**src/design/cds_pkg.sv**
```systemverilog
// Package for the conditional directive stack: opcodes, error codes,
// frame bit layout, stream packing widths and the default nesting limit.
// No dependencies.
`timescale 1ns / 1ps
`default_nettype none

package cds_pkg;

    // Default nesting limit (number of stack frames)
    localparam int MAX_NEST_DEF = 32;

    // Stream widths
    localparam int S_TDATA_W = 8;
    localparam int M_TDATA_W = 16;

    // Field widths
    localparam int OPCODE_W = 3;
    localparam int DEPTH_OUT_W = 6;
    localparam int ERR_W = 3;

    // Stack frame: bit0 saved active, bit1 saved else-allowed, bit2 branch taken
    localparam int FRAME_W = 3;
    localparam int FR_PROC = 0;
    localparam int FR_ELSE = 1;
    localparam int FR_TAKEN = 2;

    typedef enum logic [OPCODE_W-1:0] {
        OP_IF     = 3'd0,
        OP_IFDEF  = 3'd1,
        OP_IFNDEF = 3'd2,
        OP_ELIF   = 3'd3,
        OP_ELSE   = 3'd4,
        OP_ENDIF  = 3'd5
    } opcode_t;

    typedef enum logic [ERR_W-1:0] {
        ERR_OK       = 3'd0,
        ERR_TOO_DEEP = 3'd1,
        ERR_BAD_NAME = 3'd2,
        ERR_ELIF     = 3'd3,
        ERR_ELSE     = 3'd4,
        ERR_ENDIF    = 3'd5
    } err_t;

endpackage

`default_nettype wire

```
**src/design/cds_ram.sv**
```systemverilog
// Generic single-clock RAM: one write port, one read port, registered read.
// No dependencies.
`timescale 1ns / 1ps
`default_nettype none

module cds_ram #(
    parameter int WIDTH = 3,
    parameter int DEPTH = 32
) (
    input  logic                                  clk,
    input  logic                                  we,
    input  logic [((DEPTH > 1) ? $clog2(DEPTH) : 1)-1:0] waddr,
    input  logic [WIDTH-1:0]                      wdata,
    input  logic                                  re,
    input  logic [((DEPTH > 1) ? $clog2(DEPTH) : 1)-1:0] raddr,
    output logic [WIDTH-1:0]                      rdata
);

    logic [WIDTH-1:0] mem [DEPTH];

    always_ff @(posedge clk) begin
        if (we) begin
            mem[waddr] <= wdata;
        end
        if (re) begin
            rdata <= mem[raddr];
        end
    end

endmodule

`default_nettype wire

```
**src/design/conditional_directive_stack.sv**
```systemverilog
// Top level of the conditional directive stack: stream ports, control FSM,
// read-modify-write of the frame stack. Uses cds_pkg and cds_ram.
// An accepted directive issues the top-of-stack read, is decoded in ST_EXEC and
// has its result registered on m_* once the result register is free. A new
// directive is taken only after the previous one has written its frame back.
// Reset (aresetn low, synchronous): depth 0, active 1, else-allowed 0, no
// result pending; stack RAM contents are not cleared and are read only after written.
`timescale 1ns / 1ps
`default_nettype none

module conditional_directive_stack #(
    parameter int MAX_NEST = cds_pkg::MAX_NEST_DEF
) (
    input  logic                           aclk,
    input  logic                           aresetn,
    // s_tdata: [2:0] opcode, [3] cond_value, [4] name_defined, [5] name_valid
    input  logic                           s_tvalid,
    output logic                           s_tready,
    input  logic [cds_pkg::S_TDATA_W-1:0]  s_tdata,
    // m_tdata: [0] active, [6:1] nest_depth, [9:7] error_code
    output logic                           m_tvalid,
    input  logic                           m_tready,
    output logic [cds_pkg::M_TDATA_W-1:0]  m_tdata
);

    import cds_pkg::*;

    // Depth counter holds 0..MAX_NEST; RAM address covers 0..MAX_NEST-1
    localparam int DW = $clog2(MAX_NEST + 1);
    localparam int AW = (MAX_NEST > 1) ? $clog2(MAX_NEST) : 1;

    typedef enum logic [1:0] {
        ST_IDLE = 2'b01,  // wait for a directive
        ST_EXEC = 2'b10   // frame read data valid, update state
    } state_t;

    state_t state_reg, state_next;

    // Architectural state
    logic [DW-1:0] depth_reg, depth_next;
    logic          active_reg, active_next;
    logic          else_reg, else_next;

    // Captured directive
    logic [OPCODE_W-1:0] op_reg;
    logic                cond_reg;
    logic                defd_reg;
    logic                valid_reg;

    // Result register
    logic                   m_valid_reg;
    logic                   out_active_reg;
    logic [DEPTH_OUT_W-1:0] out_depth_reg;
    logic [ERR_W-1:0]       out_err_reg;

    // Stack RAM signals
    logic               ram_we;
    logic [AW-1:0]      ram_waddr;
    logic [FRAME_W-1:0] ram_wdata;
    logic               ram_re;
    logic [AW-1:0]      top_addr;
    logic [FRAME_W-1:0] frame;

    logic [DW-1:0]      depth_m1;
    logic               in_fire;
    logic               out_free;
    logic               exec_fire;
    logic               stack_full;
    logic               branch_open;
    logic               push_en;
    logic               push_cond;
    err_t               err;
    logic [DW+DEPTH_OUT_W-1:0] depth_ext;

    // Handshakes: take a directive only when idle; finish it when the
    // result register is empty or being drained this cycle.
    assign s_tready  = (state_reg == ST_IDLE);
    assign in_fire   = s_tvalid && s_tready;
    assign out_free  = !m_valid_reg || m_tready;
    assign exec_fire = (state_reg == ST_EXEC) && out_free;

    // Top-of-stack address; meaningless at depth 0, where the frame is unused
    assign depth_m1 = depth_reg - DW'(1);
    assign top_addr = depth_m1[AW-1:0];

    // Issue the top-of-stack read when the directive is accepted
    assign ram_re = in_fire;

    cds_ram #(
        .WIDTH (FRAME_W),
        .DEPTH (MAX_NEST)
    ) u_stack (
        .clk   (aclk),
        .we    (ram_we),
        .waddr (ram_waddr),
        .wdata (ram_wdata),
        .re    (ram_re),
        .raddr (top_addr),
        .rdata (frame)
    );

    assign stack_full  = (depth_reg >= DW'(MAX_NEST));
    assign branch_open = else_reg && (depth_reg != '0);

    // Directive decode and state update (valid in ST_EXEC)
    always_comb begin
        depth_next  = depth_reg;
        active_next = active_reg;
        else_next   = else_reg;
        err         = ERR_OK;
        push_en     = 1'b0;
        push_cond   = 1'b0;
        ram_we      = 1'b0;
        ram_waddr   = top_addr;
        ram_wdata   = frame;

        case (op_reg)
            OP_IF: begin
                if (stack_full) begin
                    err = ERR_TOO_DEEP;
                end else begin
                    push_en   = 1'b1;
                    push_cond = cond_reg;
                end
            end
            OP_IFDEF, OP_IFNDEF: begin
                // Depth is checked before the name
                if (stack_full) begin
                    err = ERR_TOO_DEEP;
                end else if (!valid_reg) begin
                    err = ERR_BAD_NAME;
                end else begin
                    push_en   = 1'b1;
                    push_cond = (op_reg == OP_IFDEF) ? defd_reg : !defd_reg;
                end
            end
            OP_ELIF: begin
                if (!branch_open) begin
                    err = ERR_ELIF;
                end else if (frame[FR_PROC] && !frame[FR_TAKEN]) begin
                    // Enclosing level live and no branch taken yet
                    active_next = cond_reg;
                    if (cond_reg) begin
                        ram_we    = 1'b1;
                        ram_wdata = frame | FRAME_W'(1 << FR_TAKEN);
                    end
                end else begin
                    active_next = 1'b0;
                end
            end
            OP_ELSE: begin
                if (!branch_open) begin
                    err = ERR_ELSE;
                end else begin
                    active_next = frame[FR_PROC] && !frame[FR_TAKEN];
                    else_next   = 1'b0;
                end
            end
            OP_ENDIF: begin
                if (depth_reg == '0) begin
                    err = ERR_ENDIF;
                end else begin
                    // Pop: restore the enclosing level's flags
                    depth_next  = depth_m1;
                    active_next = frame[FR_PROC];
                    else_next   = frame[FR_ELSE];
                end
            end
            default: begin
                // Unused opcodes: no state change, no error
            end
        endcase

        if (push_en) begin
            // Save the current level; a dead level pushes a dead frame
            ram_we      = 1'b1;
            ram_waddr   = depth_reg[AW-1:0];
            ram_wdata[FR_PROC]  = active_reg;
            ram_wdata[FR_ELSE]  = else_reg;
            ram_wdata[FR_TAKEN] = active_reg && push_cond;
            active_next = active_reg && push_cond;
            else_next   = 1'b1;
            depth_next  = depth_reg + DW'(1);
        end

        // Write back only when the result can be posted
        ram_we = ram_we && exec_fire;
    end

    // Next FSM state
    always_comb begin
        state_next = state_reg;
        case (state_reg)
            ST_IDLE: begin
                if (in_fire) begin
                    state_next = ST_EXEC;
                end
            end
            ST_EXEC: begin
                if (out_free) begin
                    state_next = ST_IDLE;
                end
            end
            default: begin
                state_next = ST_IDLE;
            end
        endcase
    end

    // Low bits of the new depth for the result field
    assign depth_ext = {{DEPTH_OUT_W{1'b0}}, depth_next};

    // Control and architectural registers
    always_ff @(posedge aclk) begin
        if (!aresetn) begin
            state_reg   <= ST_IDLE;
            depth_reg   <= '0;
            active_reg  <= 1'b1;
            else_reg    <= 1'b0;
            m_valid_reg <= 1'b0;
        end else begin
            state_reg <= state_next;
            if (exec_fire) begin
                depth_reg   <= depth_next;
                active_reg  <= active_next;
                else_reg    <= else_next;
                m_valid_reg <= 1'b1;
            end else if (m_tready) begin
                // Drop the result once the downstream takes it
                m_valid_reg <= 1'b0;
            end
        end
    end

    // Payload registers: capture the directive, hold the result
    always_ff @(posedge aclk) begin
        if (in_fire) begin
            op_reg    <= s_tdata[2:0];
            cond_reg  <= s_tdata[3];
            defd_reg  <= s_tdata[4];
            valid_reg <= s_tdata[5];
        end
        if (exec_fire) begin
            out_active_reg <= active_next;
            out_depth_reg  <= depth_ext[DEPTH_OUT_W-1:0];
            out_err_reg    <= err;
        end
    end

    assign m_tvalid = m_valid_reg;
    assign m_tdata  = {
        {(M_TDATA_W - 1 - DEPTH_OUT_W - ERR_W){1'b0}},
        out_err_reg,
        out_depth_reg,
        out_active_reg
    };

endmodule

`default_nettype wire

```
**config.mk**
```make
export PLATFORM = sky130hd
export DESIGN_NAME = conditional_directive_stack
export DESIGN_NICKNAME = d
export VERILOG_FILES = /design/src/design/cds_pkg.sv /design/src/design/cds_ram.sv /design/src/design/conditional_directive_stack.sv
export SDC_FILE = /design/constraint.sdc
export NUM_CORES = 1
export LEC_CHECK = 0
export ABC_AREA = 1
export BUFFER_PORTS_ARGS = -buffer_cell sky130_fd_sc_hd__buf_2
export CAP_MARGIN = 5
export CORE_AREA = 3 3 103 105
export DETAILED_ROUTE_END_ITERATION = 6
export DIE_AREA = 0 0 106 108
export PLACE_DENSITY = 0.75
export SYNTH_ARGS = -nofsm -noshare
export SYNTH_HDL_FRONTEND = slang
export SYNTH_HIERARCHICAL = 1
export SYNTH_SLANG_ARGS = --single-unit
```
**constraint.sdc**
```tcl
create_clock -name aclk -period 3.2 [get_ports aclk]
set_input_delay 0.16 -clock aclk [delete_from_list [all_inputs] [get_ports aclk]]
set_output_delay 0.16 -clock aclk [all_outputs]
set_load 0.01 [all_outputs]
```
# After elaboration in Yosys (flattened, before gate mapping)

Memory sizes are Yosys's and may differ from the RTL's. A register that Yosys moved wholly into a read port is not among the register bits.
Index checks and enable logic that the tools add are counted.

Bits in writable memories: 96
Output and inout port bits: 18
Memories: 1
Bits of input ports: 12
Register bits after elaboration: 27

Memories:

| name        | depth | bits a word | rd ports | clocked after Yosys merged registers in | write ports | line          | source |
|---|---|---|---|---|---|---|---|
| u_stack.mem | 32    | 3           | 1        | 1                                       | 1           | cds_ram.sv:19 | `logic [WIDTH-1:0] mem [DEPTH];` |

$add $sub $neg: 2
Muxes and demuxes: 47
Reduce and logical (&&, ||, !) cells: 18
Eq/ne operators: 11
Magnitude comparators: 1

Operators by type and width:

| cell                                              | count |
|---|---|
| 2-to-1 mux 1 bit                                  | 25 |
| 2-to-1 mux 3 bit                                  | 7 |
| 2-to-1 mux 6 bit                                  | 3 |
| one-hot mux 3 bit (5 select lines)                | 1 |
| 2-to-1 mux 2 bit                                  | 5 |
| adder 6 x 1 -> 6 bit (second input constant)      | 1 |
| == test 3 x 2 -> 1 bit (second input constant)    | 2 |
| == test 3 bit (second input constant)             | 2 |
| >= comparator 6 bit (second input constant)       | 1 |
| logical AND 1 bit                                 | 6 |
| zero test 6 bit                                   | 1 |
| != test 3 bit (second input constant)             | 2 |
| one-hot mux 1 bit (2 select lines)                | 3 |
| nonzero test 6 bit                                | 1 |
| subtractor 6 x 1 -> 6 bit (second input constant) | 1 |
| 2-to-1 mux 5 bit                                  | 1 |
| one-hot mux 2 bit (2 select lines)                | 1 |
| AND reduction 4 bit                               | 1 |
| == test 3 x 1 -> 1 bit (second input constant)    | 1 |
| zero test 1 bit                                   | 3 |
| zero test 3 bit                                   | 1 |
| one-hot mux 1 bit (3 select lines)                | 1 |
| nonzero test 3 bit                                | 1 |
| == test 2 x 1 -> 1 bit (second input constant)    | 1 |
| other kinds (7)                                   | 7 |

# Logic depth before layout (Yosys ltp)

Gate-level depths: netlist of the first run.

Word-level depth: 9
Mapped depth: 13
Mapped depth without buffers: 13

# By module

Netlist of the first run, hierarchy kept.

Modules (own cells, without submodules):

| module                      | area an instance (um^2) | instances | sequential area each (um^2) | cells each |
|---|---|---|---|---|
| cds_ram                     | 4157.7                  | 1         | 2972.9                      | 377 |
| conditional_directive_stack | 1684.1                  | 1         | 700.7                       | 208 |

# Worst setup path after synthesis of the first run

Ideal clock, no wire load.

Path type: register to register
Start: register op_reg[2]
End: memory u_stack.mem[0][0], data pin
Stages on the path, launching flop included: 9
Period minus slack after synthesis: 2.850 ns
Required time: 2.746 ns
Library setup time: 0.454 ns
Data arrival time: 2.396 ns
Setup slack: 0.350 ns
Path through: edfxtp_1 inv_2 nand2_2 nor2_4 nand2_2 nand2_2 nand2_4 buf_6 o21ai_0

Longest elaborated chain between the ends: 4

Ends and longest elaborated chain:

| what                                                                    | line                               | source |
|---|---|---|
| from (decl)                                                             | conditional_directive_stack.sv:45  | `logic [OPCODE_W-1:0] op_reg;` |
| from (signal assigned)                                                  | conditional_directive_stack.sv:238 | `op_reg <= s_tdata[2:0];` |
| == test 3 x 1 -> 1 bit / == test 3 x 2 -> 1 bit (equally long branches) | conditional_directive_stack.sv:117 | `case (op_reg)` |
| OR reduction 2 bit                                                      | conditional_directive_stack.sv:117 |  |
| one-hot mux 1 bit (2 select lines)                                      | conditional_directive_stack.sv:117 |  |
| 2-to-1 mux 3 bit (*)                                                    | conditional_directive_stack.sv:174 | `if (push_en) begin` |
| net ram_wdata[0]                                                        | conditional_directive_stack.sv:59  | `logic [FRAME_W-1:0] ram_wdata;` |
| to (decl)                                                               | cds_ram.sv:19                      |  |

The timed path passes the listed nets; every way through them passes the cells marked *.

# Worst setup path in the final report of the first run

Start: register depth_reg[1]
End: memory u_stack.mem[22][1], enable pin

Longest elaborated chain between the ends: 8

Ends and longest elaborated chain:

| what                                                                        | line                               | source |
|---|---|---|
| from (decl)                                                                 | conditional_directive_stack.sv:40  | `logic [DW-1:0] depth_reg, depth_next;` |
| from (signal assigned)                                                      | conditional_directive_stack.sv:224 | `depth_reg <= depth_next;` |
| parallel branches: the longest is 4 deep, another holds >= comparator 6 bit | -                                  |  |
| 2-to-1 mux 1 bit (*)                                                        | conditional_directive_stack.sv:174 |  |
| logical AND 1 bit (*)                                                       | conditional_directive_stack.sv:187 | `ram_we = ram_we && exec_fire;` |
| net ram_we                                                                  | conditional_directive_stack.sv:57  | `logic ram_we;` |
| 2-to-1 mux 1 bit (*)                                                        | cds_ram.sv:22                      | `if (we) begin` |
| 2-to-1 mux 1 bit (not written as such) (*)                                  | cds_ram.sv:23                      | `mem[waddr] <= wdata;` |

Mark *: on every way through the listed nets, which the timed path passes.

==> results of run 1 <==
-- power breakdown --
group | switching, mW | internal (mW)
combinational | 0.265 | 0.0980
sequential | 0.0132 | 1.86
clock | 0.691 | 1.05
-- placed cells by master, fill, tap and decap left out, types with 3 or more instances in the layout --
| cell | instances |
|---|---|
| xor2_1 | 6 |
| clkinvlp_4 | 3 |
| nand3_2 | 4 |
| buf_4 | 7 |
| o21ai_0 | 12 |
| buf_2 | 21 |
| clkinv_4 | 4 |
| dlygate4sd3_1 | 7 |
| inv_2 | 7 |
| edfxtp_1 | 115 |
| conb_1 | 6 |
| nand2_4 | 3 |
| dfxtp_1 | 11 |
| a21oi_1 | 8 |
| o21ai_2 | 4 |
| inv_1 | 34 |
| o21ai_1 | 3 |
| nor2_2 | 3 |
| nand2_1 | 182 |
| nor2_1 | 47 |
| clkinv_2 | 4 |
| clkbuf_16 | 16 |
| nand3_1 | 93 |
| nand2_2 | 7 |
-- per-stage QoR --
| stage | util [%] | setup WS [ns] | hold WS [ns] | area (µm²) |
|---|---|---|---|---|
| 2_1_floorplan | - | 0.3497 | 0.2589 | 5861 |
| 3_3_place_gp | 61.65 | 0.6321 | 0.3390 | 5998 |
| 3_5_place_dp | 61.65 | 0.5498 | 0.3385 | 5998 |
| 4_1_cts | 68.03 | 0.5083 | 0.02488 | 6619 |
| 5_1_grt | 68.03 | 0.2936 | 0.03532 | 6619 |
| 6_report | 68.03 | 0.4954 | 0.04083 | 6619 |
-- cells by family after synthesis --
logic type,synth area share [%]
DFF,62.88
adders and majority gates,0.4283
buffers and inverters,6.061
xor gates and xnor gates,1.199
other,0.06419
and+or+nand+nor,25.85
AOI/OAI and AO/OA,3.513
-- layout make-up --
type	instances	area [µm²]	area share (%)
clock buffers	20	435.4	6.578
clock inverters	12	115.1	1.739
inverters	43	163.9	2.476
multi-input cells	394	1837	27.75
flip-flops and latches	126	3674	55.50
well taps	133	166.4	2.514
repair buffers	35	227.7	3.440
-- metal layers --
| layer | track usage [%] | share of wire (%) | up-vias |
|---|---|---|---|
| met3 | 5.791 | 5.9 | 32 |
| met1 | 27.95 | 41 | 1981 |
| met5 | 0 | 0 | - |
| met4 | 10.08 | 2.6 | 0 |
| li1 | - | - | 2036 |
| met2 | 39.85 | 51 | 166 |
-- worst reg2reg max path, stage by stage (launching register included) --
cell	delay (ns)
dfxtp_1	0.39
inv_1	0.12
ha_1	0.26
nand3_2	0.14
nand2_1	0.14
nor2_1	0.15
nor2_1	0.07
nor2_1	0.19
nand3_1	0.46
nor2_1	0.44
-- what timing repair did --
| item | CTS | global route |
|---|---|---|
| setup buffers | 0 | 0 |
| endpoints found under the hold margin | 10 | 0 |
| hold buffers | 7 | 0 |
-- path summary, 6_finish.rpt --
check          startpoint            endpoint  slack [ns]
max          depth_reg[1]  u_stack/mem[22][1]        0.50
max reg2reg  depth_reg[1]  u_stack/mem[22][1]        0.50
min reg2reg    active_reg          active_reg        0.53
min              m_tready            m_tvalid        0.04
==> flow_summary.ini, run 1 <==
[clocking]
clk_pin_slew_ns = 0.06
cts_sinks = 126
numCtsBuffers = 17
tritoncts = done
cts_buffer_depth = 2
cts_resized = 0
clk_latency_ns = 0.52
htreeDepth = 4
cts-root-buf = clkbuf_8

[timing]
maxSlewHeadroom_pct = 49.47
post-route-period-util_pct = 84.52
fin_skew_ns = 0.008168
final-max-slew-violation-count = 0
fmax_mhz = 369.7
finalSetupTns_ns = 0
hold_viol_final = 0
setup_violations = 0
rsz0062_at_grt = no
min_period_ns = 2.705
worst_pin_slew_ns = 0.7552

[floorplan]
core_um2 = 9729
top_level_ports = 30
dieHeight_um = 108
die_w_um = 106
dieArea_um2 = 11450
row_count = 36
start_util_pct = 60.04

[worst_setup_path]
cp_cell_sequence = inv_1, ha_1, nand3_2, nand2_1, nor2_1, nor2_1, nor2_1, nand3_1, nor2_1
worstPathMaxFanout = 8
worstRegToRegCells = 9
cp.arrival_ns = 2.89
required_ns = 3.39
crit_family = simple AND/OR/NAND/NOR gates
worstSetupPathDepth = 9
start_kind = flip-flop
path_common_cell = nor2_1
cp-end-kind = flip-flop
crit_buf_inv = 1
critPathSlowestCell = nand3_1
slowest_delay_ns = 0.46
crit_type = flip-flop to flip-flop

[route]
drc = 0
via_per_inst = 5.524
drtIter0Drc = 341
drt_pass1_iterations = 7
avgRoutedWirePerCell_um = 16.20
wl_mm = 12.36
drtAntennaViolNets = 0
vias = 4215

[yosys]
synth-seq-cells = 126
async_flop_share_pct = 0
yosysMostFrequentCell = nand2_1
yosys.area.top_type_share_pct = 59.11
synthesis.instances = 585
yosys.area.top_type = edfxtp_1
synth_area_per_cell_um2 = 9.986
yosysWarningCount = 6
yosys-top-cells-area = edfxtp_1 (59%), nand2_1 (12%), nand3_1 (8.0%), dfxtp_1 (3.8%), nor2_1 (3.0%)
synth_common_cells = nand2_1 (182), edfxtp_1 (115), nand3_1 (93)
synth_edf_count = 115
ys.flop_type = edfxtp_1
yosysSeqAreaShare_pct = 62.88
yosysUniqueCellTypes = 34
synth_area_um2 = 5842

[grt]
grt_pass1_vias = 4093
grt.total_usage_pct = 23.17
grt_max_degree = 54
grt.overflow.total = 0
antenna_found_initial = 0
grt_pass1_wl_mm = 19.86

[outcome]
outcome = completed

[power]
p_leak_nw = 2.630
p_per_area_nw_per_um2 = 601.9
finalPower_mw = 3.984
irDropWorstVdd_uv = 482.8

[finish]
nNetsFinal = 631
num-fill-cells = 739
stdcell_count = 763
largest_register_ffs = 96
areaGrowthSynthToFinish_pct = 13.30
drive_gt1_share_pct = 14.76
diodes = 0

[place]
dp_hpwl_mm = 7.633
io_buffer_count = 21
place.gp.congestion = 0.8996
dp_cells = 724

[worst_hold_path]
hp-class = input port to flip-flop
hold_depth = 3

[job]
maxCapViolations = 0
(Power assumes the default switching activity.)
==> run 2: changes to the inputs <==
==> constraint.sdc (replaced) <==
create_clock -name aclk -period 2.6 [get_ports aclk]
set_input_delay 0.13 -clock aclk [delete_from_list [all_inputs] [get_ports aclk]]
set_output_delay 0.13 -clock aclk [all_outputs]
set_load 0.01 [all_outputs]
==> run 2 against run 1 <==
Net effect:
- via count up 1.5%
- core utilization up 1.3 points
- critical path depth up 1
- cell count up 1.8%
- clock power up 22%
- combinational power up 28%
- flip-flop and latch count unchanged
- critical endpoint is now u_stack/mem[18][2]
- non-clock buffer count up 14
- register-to-register slack worse by 0.38 ns
- largest cell class unchanged
==> flow_summary.ini, run 2 (same netlist as run 1, synthesis figures left out) <==
[worst_setup_path]
start_kind = flip-flop
cp.arrival_ns = 2.69
slowest_delay_ns = 0.45
required_ns = 2.81
crit_buf_inv = 3
cp-startpoint = op_reg[0]
regToRegStartpoint = op_reg[0]
cp-end-kind = flip-flop
path_common_cell = buf_4
cp_cell_sequence = nor2_2, buf_4, nand3_1, nand2_4, buf_4, nand2_1, o21ai_0, nand3_1, buf_4, nor2_1
critPathSlowestCell = edfxtp_1
crit_type = flip-flop to flip-flop
worstPathMaxFanout = 12
crit_family = simple AND/OR/NAND/NOR gates

[route]
avgRoutedWirePerCell_um = 16.15
via_per_inst = 5.507
vias = 4279
drtAntennaViolNets = 0
drc = 0
drt_pass1_iterations = 5
wl_mm = 12.55
drtIter0Drc = 346

[worst_hold_path]
hp-class = input port to flip-flop
hold_start = s_tvalid

[grt]
grt.total_usage_pct = 23.65
grt.overflow.total = 0
grt_pass1_vias = 4218
grt_max_degree = 53
antenna_found_initial = 0
grt_pass1_wl_mm = 20.29

[timing]
min_period_ns = 2.482
timing.hold.ws_ns = 0.1402
setup_violations = 0
fmax_mhz = 402.9
fin_skew_ns = 0.009980
worst_pin_slew_ns = 0.8168
final-max-slew-violation-count = 0
hold_viol_final = 0
maxSlewHeadroom_pct = 45.35
post-route-period-util_pct = 95.47
finalSetupTns_ns = 0

[clocking]
clk_pin_slew_ns = 0.06
cts_buffer_depth = 2
cts-root-buf = clkbuf_8
clk_latency_ns = 0.53
tritoncts = done
numCtsBuffers = 17
htreeDepth = 4
cts_sinks = 126

[power]
p_leak_nw = 2.693
power_switching_mw = 1.171
p_clk_share_pct = 43.5
p_per_area_nw_per_um2 = 728.4
finalPower_mw = 4.911
intPower_mw = 3.740
irDropWorstVdd_uv = 661.7
sequentialPowerShare_pct = 47.0
swShare_pct = 23.84
combPwrFrac_pct = 9.5

[floorplan]
core_um2 = 9729
start_util_pct = 60.04
row_count = 36
die_w_um = 106
top_level_ports = 30
dieHeight_um = 108
dieArea_um2 = 11450

[job]
maxCapViolations = 0

[finish]
seq_area_um2 = 3674
diodes = 0
drive_gt1_share_pct = 17.55
stdcell_count = 777
num-fill-cells = 725
mostFrequentLayoutCell = nand2_1
largest_register_ffs = 96
multiInputGateArea_um2 = 1854
areaGrowthSynthToFinish_pct = 15.40
nNetsFinal = 645
final_util_pct = 69.29
mostFrequentLayoutCells = nand2_1 (182), edfxtp_1 (115), nand3_1 (93)

[outcome]
outcome = completed

[place]
io_buffer_count = 21
place.gp.congestion = 0.8912
dp_cells = 737
dp_hpwl_mm = 8.044
[run 2: changes by cell type in the layout (fill, tap and decap cells not counted), sizes merged]
cell	before	now
dlygate4sd3	7	8
inv	43	41
buf	28	41
clkbuf	20	22
[run 2: power groups by stage]
| stage | clock (mW) | combinational [mW] | sequential, mW |
|---|---|---|---|
| 2_1_floorplan | 0 | 0.306 | 2.35 |
| 3_3_place_gp | 0 | 0.437 | 2.35 |
| 3_5_place_dp | 0 | 0.445 | 2.35 |
| 4_1_cts | 2.18 | 0.457 | 2.31 |
| 5_1_grt | 2.28 | 0.515 | 2.31 |
| 6_report | 2.14 | 0.466 | 2.31 |
[run 2: per-stage QoR]
stage,setup WS (ns),area (µm²)
finish,0.1178,6741
global route,-0.002460,6741
floorplan,0.3042,5861
CTS,0.05937,6720
global placement,0.1651,6096
detailed placement,0.07974,6096
[run 2: cell type report]
type / count / area share, %
Inverter: 43 / 2.487
Timing Repair Buffer: 49 / 4.974
Multi-Input combinational cell: 394 / 27.51
Tap cell: 133 / 2.468
Clock inverter: 10 / 1.355
Clock buffer: 22 / 6.719
Sequential cell: 126 / 54.49
[run 2: repair_timing]
item | in CTS | in global routing
endpoints found under the hold margin | 10 | 0
hold buffers | 8 | 0
buffers inserted | 0 | 0
setup endpoints to repair | 0 | 90
gates resized for setup | 0 | 11
[run 2: worst min-delay path: stages]
cell	delay [ns]
buf_2	0.10
inv_1	0.04
nor2_1	0.17
[run 2: per-layer routing]
layer	GRT usage, %	wire length [µm]	up-vias
met5	0	0	-
met4	11.29	277	0
met3	6.627	822	26
met2	39.89	6499	176
met1	28.31	4951	2021
li1	-	-	2056
[run 2: worst paths after layout]
path / endpoint / slack, ns / depth (start not counted)
min: u_stack/rdata[1] / 0.14 / 3
max: u_stack/mem[18][2] / 0.12 / 10
max reg2reg: u_stack/mem[18][2] / 0.12 / 10
min reg2reg: else_reg / 0.51 / 2
